[src/rtl/i2cblm_pkg.sv]
`timescale 1ns / 1ps

package i2cblm_pkg;

    // Command codes carried on the command channel
    localparam logic [2:0] CMD_NONE  = 3'd0;
    localparam logic [2:0] CMD_START = 3'd1;
    localparam logic [2:0] CMD_STOP  = 3'd2;
    localparam logic [2:0] CMD_WRITE = 3'd3;
    localparam logic [2:0] CMD_RDACK = 3'd4;
    localparam logic [2:0] CMD_RDNAK = 3'd5;

    // Segment lengths in delay units, stored as length minus one
    localparam logic [2:0] LONG_M1  = 3'd4;
    localparam logic [2:0] SHORT_M1 = 3'd1;

    // Register map (word index taken from paddr[2])
    localparam logic REG_TICKS = 1'b0;
    localparam logic REG_POLL  = 1'b1;

    localparam logic [15:0] TICKS_RESET = 16'd50;
    localparam logic [7:0]  POLL_RESET  = 8'd250;

    // Bus sequencer phases
    typedef enum logic [4:0] {
        PH_IDLE,
        PH_ST_A,
        PH_ST_B,
        PH_SP_A,
        PH_SP_B,
        PH_WR_D,
        PH_WR_H,
        PH_WR_L,
        PH_ACK_H,
        PH_POLL,
        PH_RD_L,
        PH_RD_H,
        PH_AK_A,
        PH_AK_B
    } phase_t;

    // One result word, values after the tick
    typedef struct packed {
        logic       ack_error;
        logic [7:0] rx_byte;
        logic       done_res;
        logic       busy_res;
        logic       sda_released;
        logic       scl_level;
    } res_t;

endpackage

[src/rtl/i2c_bit_level_master.sv]
`timescale 1ns / 1ps

// I2C byte-level master, one bus tick per input word.
// Input stream (s_*): each word is one tick of the sequencer. s_tuser carries
// the command (none, start, stop, write+ACK check, read+ACK, read+NACK),
// s_tdata the byte to send and the SDA sample of this tick. A command is taken
// only while the sequencer is idle; commands during a transfer are ignored.
// Output stream (m_*): exactly one result word per input word, holding the
// SCL/SDA levels after the tick, busy, a done pulse, the last read byte and the
// ACK timeout flag.
// The result of an accepted word is registered and is on m_* from the next
// cycle. One word is accepted every cycle while the receiver takes results;
// the state update is a single pass into the result register.
// When the receiver stalls, the result register holds and s_tready drops
// until the result is taken, so no tick is lost.
// APB port: register 0 (byte 0x0) ticks per delay unit, register 1 (0x4) ACK
// poll limit. Write only while idle.
// Reset: sequencer idle, both lines released high, registers at 50 and 250,
// no result pending.
module i2c_bit_level_master
(
    input  logic        clk,
    input  logic        rst_n,
    // APB configuration
    input  logic        psel,
    input  logic        penable,
    input  logic        pwrite,
    input  logic [2:0]  paddr,
    input  logic [31:0] pwdata,
    output logic [31:0] prdata,
    output logic        pready,
    // tick input
    input  logic        s_tvalid,
    output logic        s_tready,
    input  logic [15:0] s_tdata,   // [7:0] tx_byte, [8] sda_sample, [15:9] zero
    input  logic [2:0]  s_tuser,   // [2:0] mode
    // result output
    output logic        m_tvalid,
    input  logic        m_tready,
    output logic [15:0] m_tdata    // [0] scl_level, [1] sda_released, [2] busy_res,
                                   // [3] done_res, [11:4] rx_byte, [12] ack_error,
                                   // [15:13] zero
);

    import i2cblm_pkg::*;

    logic [15:0] ticks_reg;
    logic [7:0]  poll_reg;
    logic        m_valid_reg;
    res_t        res_reg;
    res_t        res_next;
    logic        accept;
    logic        cfg_wr;

    assign pready   = 1'b1;
    assign cfg_wr   = psel && penable && pwrite && pready;
    assign s_tready = !m_valid_reg || m_tready;
    assign accept   = s_tvalid && s_tready;

    // configuration registers
    always_ff @(posedge clk or negedge rst_n)
    begin
        if (!rst_n)
        begin
            ticks_reg <= TICKS_RESET;
            poll_reg  <= POLL_RESET;
        end
        else if (cfg_wr)
        begin
            case (paddr[2])
                REG_TICKS: ticks_reg <= pwdata[15:0];
                REG_POLL:  poll_reg  <= pwdata[7:0];
                default:   ticks_reg <= ticks_reg;
            endcase
        end
    end

    // register read back
    always_comb
    begin
        case (paddr[2])
            REG_TICKS: prdata = {16'd0, ticks_reg};
            REG_POLL:  prdata = {24'd0, poll_reg};
            default:   prdata = 32'd0;
        endcase
    end

    i2cblm_seq u_seq
    (
        .clk                  (clk),
        .rst_n                (rst_n),
        .step                 (accept),
        .mode                 (s_tuser),
        .tx_byte              (s_tdata[7:0]),
        .sda_sample           (s_tdata[8]),
        .ticks_per_delay_unit (ticks_reg),
        .ack_poll_limit       (poll_reg),
        .res_next             (res_next)
    );

    // result register
    always_ff @(posedge clk or negedge rst_n)
    begin
        if (!rst_n)
        begin
            m_valid_reg <= 1'b0;
            res_reg     <= '0;
        end
        else
        begin
            if (accept)
            begin
                m_valid_reg <= 1'b1;
                res_reg     <= res_next;
            end
            else if (m_tready)
            begin
                m_valid_reg <= 1'b0;
            end
        end
    end

    assign m_tvalid = m_valid_reg;
    assign m_tdata  = {3'd0, res_reg.ack_error, res_reg.rx_byte, res_reg.done_res,
                       res_reg.busy_res, res_reg.sda_released, res_reg.scl_level};

`ifndef SYNTHESIS
    // a finished command is never reported busy
    a_done_idle: assert property (@(posedge clk) disable iff (!rst_n)
        res_reg.done_res |-> !res_reg.busy_res)
        else $error("done with busy set");

    // a new result only appears after an accepted word
    a_rise_acc: assert property (@(posedge clk) disable iff (!rst_n)
        $rose(m_valid_reg) |-> $past(accept))
        else $error("result without input word");

    // the read byte only changes together with a done pulse
    a_rx_done: assert property (@(posedge clk) disable iff (!rst_n)
        ($past(rst_n) && res_reg.rx_byte != $past(res_reg.rx_byte)) |-> res_reg.done_res)
        else $error("rx byte changed without done");
`endif

endmodule

[src/rtl/i2cblm_seq.sv]
`timescale 1ns / 1ps

module i2cblm_seq
(
    input  logic               clk,
    input  logic               rst_n,
    input  logic               step,
    input  logic [2:0]         mode,
    input  logic [7:0]         tx_byte,
    input  logic               sda_sample,
    input  logic [15:0]        ticks_per_delay_unit,
    input  logic [7:0]         ack_poll_limit,
    output i2cblm_pkg::res_t   res_next
);

    import i2cblm_pkg::*;

    phase_t      phase_reg, phase_next;
    logic [2:0]  cmd_reg, cmd_next;
    logic [3:0]  bit_reg, bit_next;
    logic [7:0]  shift_reg, shift_next;
    logic [15:0] delay_reg, delay_next;
    logic [2:0]  unit_reg, unit_next;
    logic [7:0]  poll_reg, poll_next;
    logic        scl_reg, scl_next;
    logic        sda_reg, sda_next;
    logic [7:0]  rx_reg, rx_next;
    logic        err_reg, err_next;

    // control decoded from the phase
    logic        fin;
    logic        goto_en;
    phase_t      goto_ph;
    logic        cmd_load;
    logic        dly_dec;
    logic        unit_dec;
    logic        bit_inc;
    logic        shift_wr;
    logic        scl_clear;
    logic        rx_load;
    logic        err_set;
    logic        poll_clear;
    logic        poll_inc;

    logic [15:0] reload;
    logic [7:0]  poll_eff;
    logic [3:0]  bit_plus;

    // a zero unit length counts as one tick
    assign reload   = (ticks_per_delay_unit == 16'd0) ? 16'd0 : ticks_per_delay_unit - 16'd1;
    assign poll_eff = (phase_reg == PH_ACK_H) ? 8'd0 : poll_reg;
    assign bit_plus = bit_reg + 4'd1;

    // next phase and control
    always_comb
    begin
        fin        = 1'b0;
        goto_en    = 1'b0;
        goto_ph    = PH_IDLE;
        cmd_load   = 1'b0;
        dly_dec    = 1'b0;
        unit_dec   = 1'b0;
        bit_inc    = 1'b0;
        shift_wr   = 1'b0;
        scl_clear  = 1'b0;
        rx_load    = 1'b0;
        err_set    = 1'b0;
        poll_clear = 1'b0;
        poll_inc   = 1'b0;
        phase_next = phase_reg;
        if (step)
        begin
            if (phase_reg == PH_IDLE)
            begin
                case (mode)
                    CMD_START:
                    begin
                        cmd_load = 1'b1;
                        goto_en  = 1'b1;
                        goto_ph  = PH_ST_A;
                    end
                    CMD_STOP:
                    begin
                        cmd_load = 1'b1;
                        goto_en  = 1'b1;
                        goto_ph  = PH_SP_A;
                    end
                    CMD_WRITE:
                    begin
                        cmd_load = 1'b1;
                        goto_en  = 1'b1;
                        goto_ph  = PH_WR_D;
                    end
                    CMD_RDACK, CMD_RDNAK:
                    begin
                        cmd_load = 1'b1;
                        goto_en  = 1'b1;
                        goto_ph  = PH_RD_L;
                    end
                    default:
                    begin
                        cmd_load = 1'b0;
                    end
                endcase
            end
            else if (phase_reg != PH_POLL && delay_reg != 16'd0)
            begin
                dly_dec = 1'b1;
            end
            else if (phase_reg != PH_POLL && unit_reg != 3'd0)
            begin
                unit_dec = 1'b1;
            end
            else
            begin
                case (phase_reg)
                    PH_ST_A:
                    begin
                        goto_en = 1'b1;
                        goto_ph = PH_ST_B;
                    end
                    PH_ST_B:
                    begin
                        scl_clear = 1'b1;
                        fin       = 1'b1;
                    end
                    PH_SP_A:
                    begin
                        goto_en = 1'b1;
                        goto_ph = PH_SP_B;
                    end
                    PH_SP_B:
                    begin
                        fin = 1'b1;
                    end
                    PH_WR_D:
                    begin
                        goto_en = 1'b1;
                        goto_ph = PH_WR_H;
                    end
                    PH_WR_H:
                    begin
                        goto_en = 1'b1;
                        goto_ph = PH_WR_L;
                    end
                    PH_WR_L:
                    begin
                        bit_inc  = 1'b1;
                        shift_wr = 1'b1;
                        goto_en  = 1'b1;
                        goto_ph  = bit_plus[3] ? PH_ACK_H : PH_WR_D;
                    end
                    PH_ACK_H, PH_POLL:
                    begin
                        // one ACK poll per tick
                        phase_next = PH_POLL;
                        poll_clear = (phase_reg == PH_ACK_H);
                        if (!sda_sample)
                        begin
                            scl_clear = 1'b1;
                            fin       = 1'b1;
                        end
                        else if (poll_eff >= ack_poll_limit)
                        begin
                            err_set = 1'b1;
                            goto_en = 1'b1;
                            goto_ph = PH_SP_A;
                        end
                        else
                        begin
                            poll_inc = 1'b1;
                        end
                    end
                    PH_RD_L:
                    begin
                        goto_en = 1'b1;
                        goto_ph = PH_RD_H;
                    end
                    PH_RD_H:
                    begin
                        bit_inc = 1'b1;
                        goto_en = 1'b1;
                        goto_ph = bit_plus[3] ? PH_AK_A : PH_RD_L;
                    end
                    PH_AK_A:
                    begin
                        goto_en = 1'b1;
                        goto_ph = PH_AK_B;
                    end
                    PH_AK_B:
                    begin
                        scl_clear = 1'b1;
                        rx_load   = 1'b1;
                        fin       = 1'b1;
                    end
                    default:
                    begin
                        phase_next = PH_IDLE;
                    end
                endcase
            end
            if (fin)
            begin
                phase_next = PH_IDLE;
            end
            if (goto_en)
            begin
                phase_next = goto_ph;
            end
        end
    end

    // lines, counters and data
    always_comb
    begin
        cmd_next   = cmd_reg;
        bit_next   = bit_reg;
        shift_next = shift_reg;
        delay_next = delay_reg;
        unit_next  = unit_reg;
        poll_next  = poll_reg;
        scl_next   = scl_reg;
        sda_next   = sda_reg;
        rx_next    = rx_reg;
        err_next   = err_reg;
        if (cmd_load)
        begin
            cmd_next = mode;
            bit_next = 4'd0;
            if (mode == CMD_WRITE)
            begin
                shift_next = tx_byte;
                err_next   = 1'b0;
            end
            else if (mode == CMD_RDACK || mode == CMD_RDNAK)
            begin
                shift_next = 8'd0;
            end
        end
        if (dly_dec)
        begin
            delay_next = delay_reg - 16'd1;
        end
        if (unit_dec)
        begin
            unit_next  = unit_reg - 3'd1;
            delay_next = reload;
        end
        if (bit_inc)
        begin
            bit_next = bit_plus;
        end
        if (shift_wr)
        begin
            shift_next = {shift_reg[6:0], 1'b0};
        end
        if (poll_clear)
        begin
            poll_next = 8'd0;
        end
        if (poll_inc)
        begin
            poll_next = poll_eff + 8'd1;
        end
        if (scl_clear)
        begin
            scl_next = 1'b0;
        end
        if (rx_load)
        begin
            rx_next = shift_reg;
        end
        if (err_set)
        begin
            err_next = 1'b1;
        end
        // segment entry: set lines and load the delay
        if (goto_en)
        begin
            delay_next = reload;
            unit_next  = SHORT_M1;
            case (goto_ph)
                PH_ST_A:
                begin
                    sda_next  = 1'b1;
                    scl_next  = 1'b1;
                    unit_next = LONG_M1;
                end
                PH_ST_B:
                begin
                    sda_next  = 1'b0;
                    unit_next = LONG_M1;
                end
                PH_SP_A:
                begin
                    scl_next  = 1'b0;
                    sda_next  = 1'b0;
                    unit_next = LONG_M1;
                end
                PH_SP_B:
                begin
                    scl_next  = 1'b1;
                    sda_next  = 1'b1;
                    unit_next = LONG_M1;
                end
                PH_WR_D:
                begin
                    scl_next = 1'b0;
                    sda_next = shift_next[7];
                end
                PH_WR_H:
                begin
                    scl_next = 1'b1;
                end
                PH_WR_L:
                begin
                    scl_next = 1'b0;
                end
                PH_ACK_H:
                begin
                    sda_next  = 1'b1;
                    scl_next  = 1'b1;
                    unit_next = LONG_M1;
                end
                PH_RD_L:
                begin
                    scl_next = 1'b0;
                    sda_next = 1'b1;
                end
                PH_RD_H:
                begin
                    scl_next   = 1'b1;
                    shift_next = {shift_next[6:0], sda_sample};
                end
                PH_AK_A:
                begin
                    scl_next = 1'b0;
                    sda_next = (cmd_reg == CMD_RDACK) ? 1'b0 : 1'b1;
                end
                PH_AK_B:
                begin
                    scl_next = 1'b1;
                end
                default:
                begin
                    unit_next = unit_reg;
                end
            endcase
        end
    end

    always_ff @(posedge clk or negedge rst_n)
    begin
        if (!rst_n)
        begin
            phase_reg <= PH_IDLE;
            cmd_reg   <= CMD_NONE;
            bit_reg   <= 4'd0;
            shift_reg <= 8'd0;
            delay_reg <= 16'd0;
            unit_reg  <= 3'd0;
            poll_reg  <= 8'd0;
            scl_reg   <= 1'b1;
            sda_reg   <= 1'b1;
            rx_reg    <= 8'd0;
            err_reg   <= 1'b0;
        end
        else
        begin
            phase_reg <= phase_next;
            cmd_reg   <= cmd_next;
            bit_reg   <= bit_next;
            shift_reg <= shift_next;
            delay_reg <= delay_next;
            unit_reg  <= unit_next;
            poll_reg  <= poll_next;
            scl_reg   <= scl_next;
            sda_reg   <= sda_next;
            rx_reg    <= rx_next;
            err_reg   <= err_next;
        end
    end

    // result of this tick
    always_comb
    begin
        res_next.scl_level    = scl_next;
        res_next.sda_released = sda_next;
        res_next.busy_res     = (phase_next != PH_IDLE);
        res_next.done_res     = fin;
        res_next.rx_byte      = rx_next;
        res_next.ack_error    = err_next;
    end

`ifndef SYNTHESIS
    // leaving a command always pulses done
    a_idle_done: assert property (@(posedge clk) disable iff (!rst_n)
        (step && phase_reg != PH_IDLE && phase_next == PH_IDLE &&
         phase_reg != PH_POLL && delay_reg == 16'd0 && unit_reg == 3'd0) |-> fin)
        else $error("command left without done");

    // SCL is held high while polling for the ACK
    a_poll_scl: assert property (@(posedge clk) disable iff (!rst_n)
        (phase_reg == PH_POLL) |-> scl_reg)
        else $error("SCL low during ACK poll");

    // bit counter never runs past a full byte
    a_bit_cnt: assert property (@(posedge clk) disable iff (!rst_n)
        (phase_reg != PH_IDLE) |-> (bit_reg <= 4'd8))
        else $error("bit counter overflow");
`endif

endmodule

[config.mk]
export PLATFORM = sky130hd
export DESIGN_NAME = i2c_bit_level_master
export DESIGN_NICKNAME = d
export VERILOG_FILES = /design/src/rtl/i2cblm_pkg.sv /design/src/rtl/i2c_bit_level_master.sv /design/src/rtl/i2cblm_seq.sv
export SDC_FILE = /design/constraint.sdc
export NUM_CORES = 1
export LEC_CHECK = 0
export ABC_AREA = 1
export BUFFER_PORTS_ARGS = -buffer_cell sky130_fd_sc_hd__buf_2
export CAP_MARGIN = 25
export CORE_MARGIN = 2
export CORE_UTILIZATION = 57
export CTS_CLUSTER_DIAMETER = 200
export CTS_CLUSTER_SIZE = 30
export DETAILED_ROUTE_END_ITERATION = 6
export GPL_TIMING_DRIVEN = 0
export HOLD_SLACK_MARGIN = 0.06
export PLACE_DENSITY = 0.81
export SLEW_MARGIN = 20
export SYNTH_ARGS = -nofsm -noshare
export SYNTH_HDL_FRONTEND = slang
export SYNTH_SLANG_ARGS = --single-unit
[constraint.sdc]
create_clock -name clk -period 3.74 [get_ports clk]
set_input_delay 0.748 -clock clk [delete_from_list [all_inputs] [get_ports clk]]
set_output_delay 0.748 -clock clk [all_outputs]
set_load 0.03 [all_outputs]
## Word-level counts from Yosys, hierarchy flattened

Index checks and enable logic that the tools add are counted.

| cells by class | value |
|---|---|
| eq/ne operators | 33 |
| muxes and demuxes | 109 |
| reductions and logical operators | 35 |
| order comparisons | 1 |
| $add $sub $neg | 5 |
| bitwise gates (word level) | 1 |

Operator list:

| kind | count |
|---|---|
| 8-bit two-way mux | 10 |
| 1-bit two-way mux | 67 |
| 16-bit two-way mux | 4 |
| 32-bit one-hot mux with 2 select lines | 1 |
| 5-bit by 4-bit == test with 1-bit output (second input constant) | 11 |
| 5-bit two-way mux | 11 |
| 5-bit one-hot mux with 9 select lines | 1 |
| 5-bit by 3-bit == test with 1-bit output (second input constant) | 8 |
| 16-bit by 1-bit subtractor with 16-bit output (second input constant) | 2 |
| 5-bit by 2-bit == test with 1-bit output (second input constant) | 4 |
| 16-bit zero test | 1 |
| 4-bit one-hot mux with 4 select lines | 1 |
| 16-bit nonzero test | 1 |
| 5-bit OR reduction | 3 |
| 4-bit two-way mux | 3 |
| 11-bit OR reduction | 1 |
| 5-bit by 1-bit == test with 1-bit output (second input constant) | 2 |
| 5-bit one-hot mux with 2 select lines | 1 |
| 2-bit OR reduction | 5 |
| 3-bit == test (second input constant) | 3 |
| 3-bit two-way mux | 3 |
| 8-bit by 1-bit adder with 8-bit output (second input constant) | 1 |
| 8-bit greater-or-equal comparator | 1 |
| 1-bit one-hot mux with 2 select lines | 4 |
| 23 further kinds | 35 |

| storage, ports and cells | value |
|---|---|
| output and inout bits | 51 |
| flip-flop bits (word level) | 96 |

## Longest topological paths before layout

Gate-level depths: netlist of the first run.

| depth | value |
|---|---|
| depth after elaboration | 14 |
| mapped depth | 27 |
| mapped depth without buffers | 26 |

## Hierarchy

Synthesis of the first run repeated with hierarchy kept, for this count alone.

| second synthesis, totals | value |
|---|---|
| cells, all modules | 920 |
| area total of the unflattened synthesis | 6432.4 um2 |

Modules (own cells, without submodules):

| module | seq. area each (um2) | instances | cells each | area an instance (um2) |
|---|---|---|---|---|
| i2cblm_seq | 1453.9 | 1 | 687 | 4543.1 |
| i2c_bit_level_master | 962.2 | 1 | 233 | 1889.3 |

## Worst setup path after synthesis of the first run

Ideal clock, no wire load.

| path | value |
|---|---|
| path type | flip-flop to flip-flop |
| start point | register u_seq.phase_reg[4] |
| end point | register u_seq.delay_reg[8] |
| buffers on the path | 2 |
| setup slack | 0.881 ns |
| cell stages (with the launch flop) | 24 |
| clock period less this slack | 2.859 ns |
| setup time | 0.124 ns |
| arrival | 2.735 ns |
| cell sequence | dfrtp_1 inv_2 buf_6 nand3_2 nor2_1 inv_1 nand2_1 inv_1 ha_1 nand2_1 nor2_1 nand2_1 nand2_1 nand2_1 nand2_1 nand2_1 nand2_2 nand2_4 nand2_4 inv_4 nand2_2 buf_6 o211ai_1 nand2_1 |

| on the way | value |
|---|---|
| word-level cells in the longest chain between the ends | 12 |

Ends and longest elaborated chain:

| item | line | RTL |
|---|---|---|
| start, declared | i2cblm_seq.sv:18 | `phase_t phase_reg, phase_next;` |
| start signal, assigned | i2cblm_seq.sv:370 | `phase_reg <= phase_next;` |
| 5-bit by 4-bit == test with 1-bit output | i2cblm_seq.sv:51, i2cblm_seq.sv:116 |  |
| 8-bit two-way mux | i2cblm_seq.sv:51 | `assign poll_eff = (phase_reg == PH_ACK_H) ? 8'd0 : poll_reg;` |
| 8-bit greater-or-equal comparator | i2cblm_seq.sv:163 | `else if (poll_eff >= ack_poll_limit)` |
| 1-bit two-way mux | i2cblm_seq.sv:163 |  |
| 1-bit two-way mux | i2cblm_seq.sv:158 | `if (!sda_sample)` |
| 1-bit one-hot mux with 2 select lines | i2cblm_seq.sv:116 | `case (phase_reg)` |
| 1-bit two-way mux | i2cblm_seq.sv:110 | `else if (phase_reg != PH_POLL && unit_reg != 3'd0)` |
| 1-bit two-way mux | i2cblm_seq.sv:106 | `else if (phase_reg != PH_POLL && delay_reg != 16'd0)` |
| 1-bit two-way mux | i2cblm_seq.sv:73 | `if (phase_reg == PH_IDLE)` |
| 1-bit two-way mux (2 in a row) | i2cblm_seq.sv:71 | `if (step)` |
| 3-bit nonzero test (no line) / 16-bit two-way mux (equally long branches) | -- |  |
| end signal, assigned | i2cblm_seq.sv:374 | `delay_reg <= delay_next;` |
| end, declared | i2cblm_seq.sv:22 | `logic [15:0] delay_reg, delay_next;` |

Several ways; a longest one is shown, not always the timed one. The select of a mux whose other input is x is not followed.
A chain may end at the register's enable or synchronous reset.

## Worst setup path after layout of the first run

Ends and elaborated chain as after synthesis.

==> flow_summary_export.csv, run 1 <==
group,metric,value,unit
run_status,run_status,"finished clean",
floorplan,die_height,111.0,um
logic_synthesis,ys_dominant_reg_cell,"sky130_fd_sc_hd__dfrtp_1",
sta,timing.final.crit_period,3375,ps
logic_synthesis,synth_area,6531,um2
routing,detail_route.wirelength,15.42,mm
placed_design,place.detailed.hpwl,11.75,mm
worst_setup_path,critPathSlowestCell,"sky130_fd_sc_hd__dfrtp_1",
grt,antenna_found_initial,0,
placed_design,pre_cts_ws,136.3,ps
floorplan,die-area,12330,um2
grt,grt_first_pass_wirelength,25.92,mm
grt,grt_util_all_layers,25.59,%
worst_setup_path,max_stage_delay,470,ps
worst_setup_path,critical_path.startpoint_type,"flop",
sta,fmax,296.3,MHz
sta,final.period_utilization,90.24,%
finish,n_antenna_cell,0,
routing,route.detailed.wl_per_inst,13.51,um
sta,setup_viol,0,
grt,grt_pass1_vias,5505,
worst_setup_path,cp_num_buf_inv,6,
power_and_ir_drop,power_density_relative_to_cell_area,396.3,nW/um2
power_and_ir_drop,ir_worst_vdd,0.2517,mV
grt,grt-ovfl-total,0,
worst_setup_path,timing.critical_path.from,"u_seq.phase_reg[4]",
sta,slew_violations,0,
logic_synthesis,postSynth.asyncResetShare,100.0,%
clock_network,holdBufCountCts,0,
worst_setup_path,setup.worst_path.end_class,"flop",
logic_synthesis,synth-warning-count,0,
min_path,holdCritPathClass,"input port to async pin",
worst_setup_path,timing.critical_path.required,3970,ps
worst_setup_path,crit_path_cell_trace,"inv_2 > buf_6 > nand3_2 > nor2_4 > inv_1 > nand2_1 > inv_1 > ha_1 > a21oi_1 > o21a_1 > nand2_1 > nand2_1 > nand2_1 > nand2_1 > nand2_2 > nand2_4 > nand2_4 > inv_4 > nand2_2 > buf_6 > o211ai_1 > nand2_1",
clock_network,numClockSinks,96,
clock_network,max-clock-path-buffers,2,
routing,detailroute.via_count,6005,
floorplan,io_pins,112,
logic_synthesis,synthesis.area_per_instance,7.281,um2
sta,final_critical_path_setup_slack,365.0,ps
clock_network,clk_pin_slew,70,ps
clock_network,tritoncts_clock_tree,"built",
worst_setup_path,critPathKind,"flop to flop",
worst_setup_path,critical_path.most_common_cell,"sky130_fd_sc_hd__nand2_1",
routing,drt_first_pass_iters,5,
logic_synthesis,synth_cells,897,
logic_synthesis,synth_enable_flop_cells,0,
worst_setup_path,cp_max_fo,10,
floorplan,std_cell_rows,39,
clock_network,htree_num_levels,3,
placed_design,dp.cells,1125,
routing,post-route-drc-count,0,
finish,mostFrequentLayoutCells,"sky130_fd_sc_hd__nand2_1 (217), sky130_fd_sc_hd__inv_1 (107), sky130_fd_sc_hd__nor2_1 (101)",
routing,mean_number_of_vias_per_cell,5.263,
grt,largest_net_degree_at_the_start_of_global_routing,67,
sta,grt_setup_unrepaired,"false",
worst_setup_path,timing.critical_path.max_delay_family,"simple AND/OR/NAND/NOR gates",
clock_network,worst_skew_pair.late_latency,350,ps
floorplan,initial_utilization,57.69,%
finish,area_growth_syn_to_layout,13.85,%
clock_network,cts_root_buffer,"sky130_fd_sc_hd__clkbuf_16",
finish,layout.cells.most_common,"sky130_fd_sc_hd__nand2_1",
finish,utilization,65.68,%
logic_synthesis,seq_area_frac_synth,36.99,%
power_and_ir_drop,design_power_total,2.947,mW
power_and_ir_drop,power_leakage,3.936,nW
logic_synthesis,yosysUniqueCellTypes,56,
run,max_cap_viol_count,0,
worst_setup_path,timing.rr.start,"u_seq.phase_reg[4]",
sta,max_slew.worst_pin.slew,630.2,ps
routing,initialDrtViolationCount,418,
floorplan,die_w,111.0,um
sta,finClkSkew,8.174,ps
sta,timing.final.hold_violations,0,
placed_design,port_buffers,66,
clock_network,tritoncts.num_buffers,9,
routing,antenna_left,0,
finish,finalNetCount,1068,
sta,slew_headroom,57.98,%
placed_design,finalWeightedCongestion,0.9190,
sta,fin_tns_setup,0,ps
clock_network,postCtsSetupRepairBufs,0,
finish,final-instance-count-excl-fill,1141,
finish,drive_gt1_share,20.44,%
floorplan,core,11320,um2
worst_setup_path,timing.critical_path.arrival,3600,ps
logic_synthesis,ys_seq_elements,96,
==> stage by stage <==
stage	cell area [um2]	hold slack, ps
6_report	7436	281.0
5_1_grt	7436	294.5
4_1_cts	7428	286.0
3_5_place_dp	7142	463.6
3_3_place_gp	7108	459.5
2_1_floorplan	6599	451.7
==> Yosys cell counts (3+ instances only) <==
cell type / instances / area share, %
sky130_fd_sc_hd__nand2_1: 217 / 12
sky130_fd_sc_hd__inv_1: 107 / 6.1
sky130_fd_sc_hd__nor2_1: 102 / 5.9
sky130_fd_sc_hd__dfrtp_1: 85 / 33
sky130_fd_sc_hd__o21ai_0: 64 / 4.9
sky130_fd_sc_hd__nand3_1: 42 / 3.2
sky130_fd_sc_hd__a21oi_1: 31 / 2.4
sky130_fd_sc_hd__o21ai_1: 24 / 1.8
sky130_fd_sc_hd__buf_4: 22 / 2.5
sky130_fd_sc_hd__inv_2: 15 / 0.86
sky130_fd_sc_hd__ha_1: 14 / 2.7
sky130_fd_sc_hd__xor2_1: 14 / 1.9
sky130_fd_sc_hd__nor3_1: 12 / 0.92
sky130_fd_sc_hd__dfstp_2: 11 / 4.4
sky130_fd_sc_hd__nand2_2: 11 / 1.1
sky130_fd_sc_hd__nand4_1: 11 / 1.1
sky130_fd_sc_hd__o211ai_1: 11 / 1.3
sky130_fd_sc_hd__nor2_2: 10 / 0.96
sky130_fd_sc_hd__clkbuf_1: 9 / 0.52
sky130_fd_sc_hd__nand2_4: 9 / 1.6
sky130_fd_sc_hd__nand3_2: 8 / 1.2
sky130_fd_sc_hd__a31oi_1: 5 / 0.48
sky130_fd_sc_hd__buf_6: 4 / 0.69
sky130_fd_sc_hd__nor2_4: 4 / 0.69
sky130_fd_sc_hd__nor3_2: 4 / 0.61
sky130_fd_sc_hd__o22ai_1: 4 / 0.38
sky130_fd_sc_hd__o31ai_1: 4 / 0.46
sky130_fd_sc_hd__a32o_1: 3 / 0.46
sky130_fd_sc_hd__buf_2: 3 / 0.23
sky130_fd_sc_hd__nor2_8: 3 / 0.92
sky130_fd_sc_hd__nor4_1: 3 / 0.29
sky130_fd_sc_hd__o21ai_2: 3 / 0.40
sky130_fd_sc_hd__xnor2_1: 3 / 0.40
==> metal layers <==
layer  vias to the layer above  part of all wire [%]  routed length, um  GRT usage [%]
li1                       3042                     -                  -              -
met1                      2768                    48               7337          37.62
met2                       183                    46               7075          40.12
met3                        12                   5.4                829          3.445
met4                         0                   1.1                172          7.078
met5                         -                     0                  0              0
==> what timing repair did <==
action                                  in CTS  in global routing
gates resized for setup                      0                  2
hold endpoints to repair                     0                  0
endpoints found under the setup margin       0                 30
==> area by class of cell <==
cell class / count / area, um2
timing repair buffer: 67 / 364.1
sequential: 96 / 2416
fill: 998 / 3885
clock inverter: 7 / 61.31
clock buffer: 9 / 225.2
multi-input combinational: 656 / 3460
buffer: 39 / 262.8
inverter: 124 / 467.9
tap: 143 / 178.9
==> power by group <==
part	internal (mW)	switching (mW)	leakage, nW
clock network	0.463	0.436	0.135
logic	0.263	0.504	2.65
registers	1.17	0.110	1.15
total	1.90	1.05	3.94
==> path summary, 6_finish.rpt <==
path / endpoint / slack, ps / depth (start not counted)
min in group clk: m_tdata[8] / 470 / 2
min reg2reg: m_tdata[8] / 470 / 2
min: ticks_reg[11] / 280 / 1
max reg2reg: u_seq.delay_reg[8] / 360 / 22
max: u_seq.delay_reg[8] / 360 / 22
max in group asynchronous: u_seq.sda_reg / 2800 / 2
==> kinds of logic (layout without fill, tap and decap cells) <==
| group | count (synthesis) | in the layout | synth area share, % |
|---|---|---|---|
| simple gates | 444 | 444 | 32.18 |
| buf+inv | 163 | 246 | 11.19 |
| compound gates | 159 | 159 | 14.23 |
| flops | 96 | 96 | 36.99 |
| xor+xnor | 17 | 17 | 2.280 |
| fa+ha+maj | 14 | 14 | 2.682 |
| other cells | 2 | 20 | 0.1150 |
| mux | 2 | 2 | 0.3257 |
Power figures use the tool's default switching activity.
==> inputs of run 2 (changes only) <==
BUFFER_PORTS_ARGS = default   (was -buffer_cell sky130_fd_sc_hd__buf_2)
CELL_PAD_IN_SITES_DETAIL_PLACEMENT = 1   (was default)
CELL_PAD_IN_SITES_GLOBAL_PLACEMENT = 2   (was default)
CORE_UTILIZATION = 36   (was 57)
DONT_BUFFER_PORTS = 1   (was default)
PLACE_DENSITY = default   (was 0.81)
PLACE_DENSITY_LB_ADDON = 0.1   (was default)
==> run 2 against run 1 <==
Sequential share of layout area grew 0.98 points. Setup slack got worse by 89 ps. Clock-buffer cell count did not move. Die area increased by 56%. Flip-flop and latch count stayed put. Register-to-register slack got worse by 90 ps. Critical path depth grew 2. Design area fell by 2.9%. Highest routed layer unchanged. Maximum frequency fell by 2.6%. Critical endpoint unchanged. Worst hold slack got worse by 210 ps.
==> flow_summary_export.csv, run 2 (synthesis results as in run 1) <==
group,metric,value,unit
floorplan,initial_utilization,36.48,%
routing,detailroute.via_count,5870,
worst_setup_path,timing.critical_path.max_delay_family,"simple AND/OR/NAND/NOR gates",
grt,grt_pass1_vias,5934,
routing,routedLengthMet1,9.859,mm
routing,detail_route.wirelength,19.46,mm
sta,min_hold_slack,74.53,ps
run_status,run_status,"finished clean",
sta,finClkSkew,8.426,ps
clock_network,max-clock-path-buffers,2,
sta,slew_violations,0,
placed_design,dpl_cell_area,6885,um2
worst_setup_path,critPathKind,"flop to flop",
clock_network,holdBufCountCts,0,
worst_setup_path,setup.worst_path.end_class,"flop",
worst_setup_path,reg2reg_slack,280,ps
finish,layout.cells.most_common,"sky130_fd_sc_hd__nand2_1",
worst_setup_path,worst-r2r-cell-count,24,
worst_setup_path,critPathSlowestCell,"sky130_fd_sc_hd__dfrtp_2",
clock_network,clk_pin_slew,70,ps
floorplan,die-area,19240,um2
clock_network,tritoncts.num_buffers,9,
worst_setup_path,timing.critical_path.arrival,3710,ps
run,max_cap_viol_count,0,
grt,largest_net_degree_at_the_start_of_global_routing,97,
clock_network,numClockSinks,96,
placed_design,dp.cells,1144,
finish,drive_gt1_share,15.22,%
power_and_ir_drop,power_density_relative_to_cell_area,413.7,nW/um2
floorplan,die_height,138.7,um
routing,met3_wirelength,493,um
finish,fillerInstances,2290,
finish,mostFrequentLayoutCells,"sky130_fd_sc_hd__nand2_1 (217), sky130_fd_sc_hd__inv_1 (107), sky130_fd_sc_hd__nor2_1 (101)",
clock_network,worst_skew_pair.late_latency,360,ps
sta,slew_headroom,28.51,%
floorplan,die_w,138.7,um
sta,timing.final.crit_period,3464,ps
grt,grt-ovfl-total,0,
clock_network,cts_root_buffer,"sky130_fd_sc_hd__clkbuf_16",
finish,area_growth_syn_to_layout,10.57,%
sta,final.period_utilization,92.63,%
finish,utilization,40.34,%
routing,met2_wirelength,8.891,mm
finish,final-instance-count-excl-fill,1162,
finish,finalNetCount,1003,
clock_network,htree_num_levels,3,
sta,final_critical_path_setup_slack,275.5,ps
grt,grt_util_all_layers,20.29,%
routing,drt_first_pass_iters,4,
worst_setup_path,timing.critical_path.from,"u_seq.phase_reg[4]",
sta,setup_viol,0,
worst_setup_path,timing.rr.start,"u_seq.phase_reg[4]",
worst_setup_path,cp_max_fo,10,
worst_setup_path,critical_path.most_common_cell,"sky130_fd_sc_hd__nand2_1",
sta,fin_tns_setup,0,ps
placed_design,pre_cts_ws,-212.5,ps
sta,timing.final.hold_violations,0,
worst_setup_path,critical_path.startpoint_type,"flop",
sta,grt_setup_unrepaired,"false",
placed_design,place.detailed.hpwl,15.15,mm
clock_network,tritoncts_clock_tree,"built",
placed_design,port_buffers,0,
placed_design,finalWeightedCongestion,0.8275,
floorplan,io_pins,112,
worst_setup_path,timing.critical_path.required,3980,ps
finish,n_antenna_cell,0,
floorplan,std_cell_rows,49,
sta,fmax,288.6,MHz
worst_setup_path,max_stage_delay,470,ps
worst_setup_path,crit_path_cell_trace,"inv_2 > buf_6 > nand3_2 > nor2_4 > buf_4 > nor2_1 > ha_1 > nand2_1 > nand2_1 > nor2_1 > nand2_1 > nand2_1 > nand2_1 > nand2_1 > nand2_1 > nand2_1 > nand2_2 > nand2_4 > nand2_4 > inv_4 > nand2_2 > buf_6 > o211ai_1 > nand2_1",
power_and_ir_drop,design_power_total,2.988,mW
grt,antenna_found_initial,0,
routing,post-route-drc-count,0,
routing,mean_number_of_vias_per_cell,5.052,
power_and_ir_drop,power_leakage,3.655,nW
routing,initialDrtViolationCount,300,
min_path,holdCritPathClass,"input port to async pin",
routing,highest-signal-layer,"met4",
routing,route.detailed.wl_per_inst,16.74,um
grt,grt_first_pass_wirelength,31.53,mm
worst_setup_path,cp_num_buf_inv,5,
sta,max_slew.worst_pin.slew,1061,ps
worst_setup_path,rr_endpoint,"u_seq.delay_reg[8]",
routing,antenna_left,0,
finish,layout.cell_area.non_filler,7222,um2
floorplan,core,17900,um2
power_and_ir_drop,ir_worst_vdd,0.2232,mV
run 2: changes by cell type in the layout (fill, tap and decap cells not counted), sizes merged:
cell,previous run,this run
buf,97,32
bufinv,0,1
clkinv,3,2
run 2: layout make-up:
cell class                 count  area [um2]  share of cell area (%)
buffer                        39       262.8                   3.638
clock buffer                   9       225.2                   3.119
clock inverter                 7       78.83                   1.091
inverter                     124       467.9                   6.480
multi-input combinational    656        3468                   48.02
sequential                    96        2417                   33.47
tap                          229       286.5                   3.967
timing repair buffer           2       15.01                  0.2079
run 2: how the worst max path moves through the flow:
stage / to / slack [ps] / cells past startpoint
floorplan: u_seq.delay_reg[8] / 880 / 23
global placement: m_tdata[0] / -110 / 23
detailed placement: m_tdata[0] / -210 / 23
CTS: m_tdata[0] / 130 / 23
global route: m_tdata[1] / 4 / 25
finish: u_seq.delay_reg[8] / 280 / 24
run 2: where the power goes:
part	switching, mW	internal, mW	total, mW
Combinational	0.486	0.227	0.713
Clock	0.446	0.527	0.973
Sequential	0.131	1.17	1.30
Total	1.06	1.92	2.99
run 2: worst reg2reg max path, stage by stage (launching register included):
cell	delay [ps]
sky130_fd_sc_hd__dfrtp_2	470
sky130_fd_sc_hd__inv_2	140
sky130_fd_sc_hd__buf_6	170
sky130_fd_sc_hd__nand3_2	120
sky130_fd_sc_hd__nor2_4	190
sky130_fd_sc_hd__buf_4	170
sky130_fd_sc_hd__nor2_1	60
sky130_fd_sc_hd__ha_1	300
sky130_fd_sc_hd__nand2_1	80
sky130_fd_sc_hd__nand2_1	50
sky130_fd_sc_hd__nor2_1	100
sky130_fd_sc_hd__nand2_1	70
sky130_fd_sc_hd__nand2_1	60
sky130_fd_sc_hd__nand2_1	100
sky130_fd_sc_hd__nand2_1	210
sky130_fd_sc_hd__nand2_1	80
sky130_fd_sc_hd__nand2_1	70
sky130_fd_sc_hd__nand2_2	70
sky130_fd_sc_hd__nand2_4	110
sky130_fd_sc_hd__nand2_4	110
sky130_fd_sc_hd__inv_4	130
sky130_fd_sc_hd__nand2_2	130
sky130_fd_sc_hd__buf_6	190
sky130_fd_sc_hd__o211ai_1	90
sky130_fd_sc_hd__nand2_1	60
run 2: repair_timing:
| item | in CTS | in global routing |
|---|---|---|
| setup endpoints to repair | 26 | 18 |
| buffers inserted | 0 | 2 |
| pin swaps | 0 | 1 |
| resized for setup | 2 | 3 |
run 2: metal layers:
metal | up-vias | global-route usage (%)
met5 | - | 0
met4 | 0 | 4.519
met3 | 16 | 3.211
met2 | 70 | 32.28
met1 | 2875 | 29.31
li1 | 2909 | -
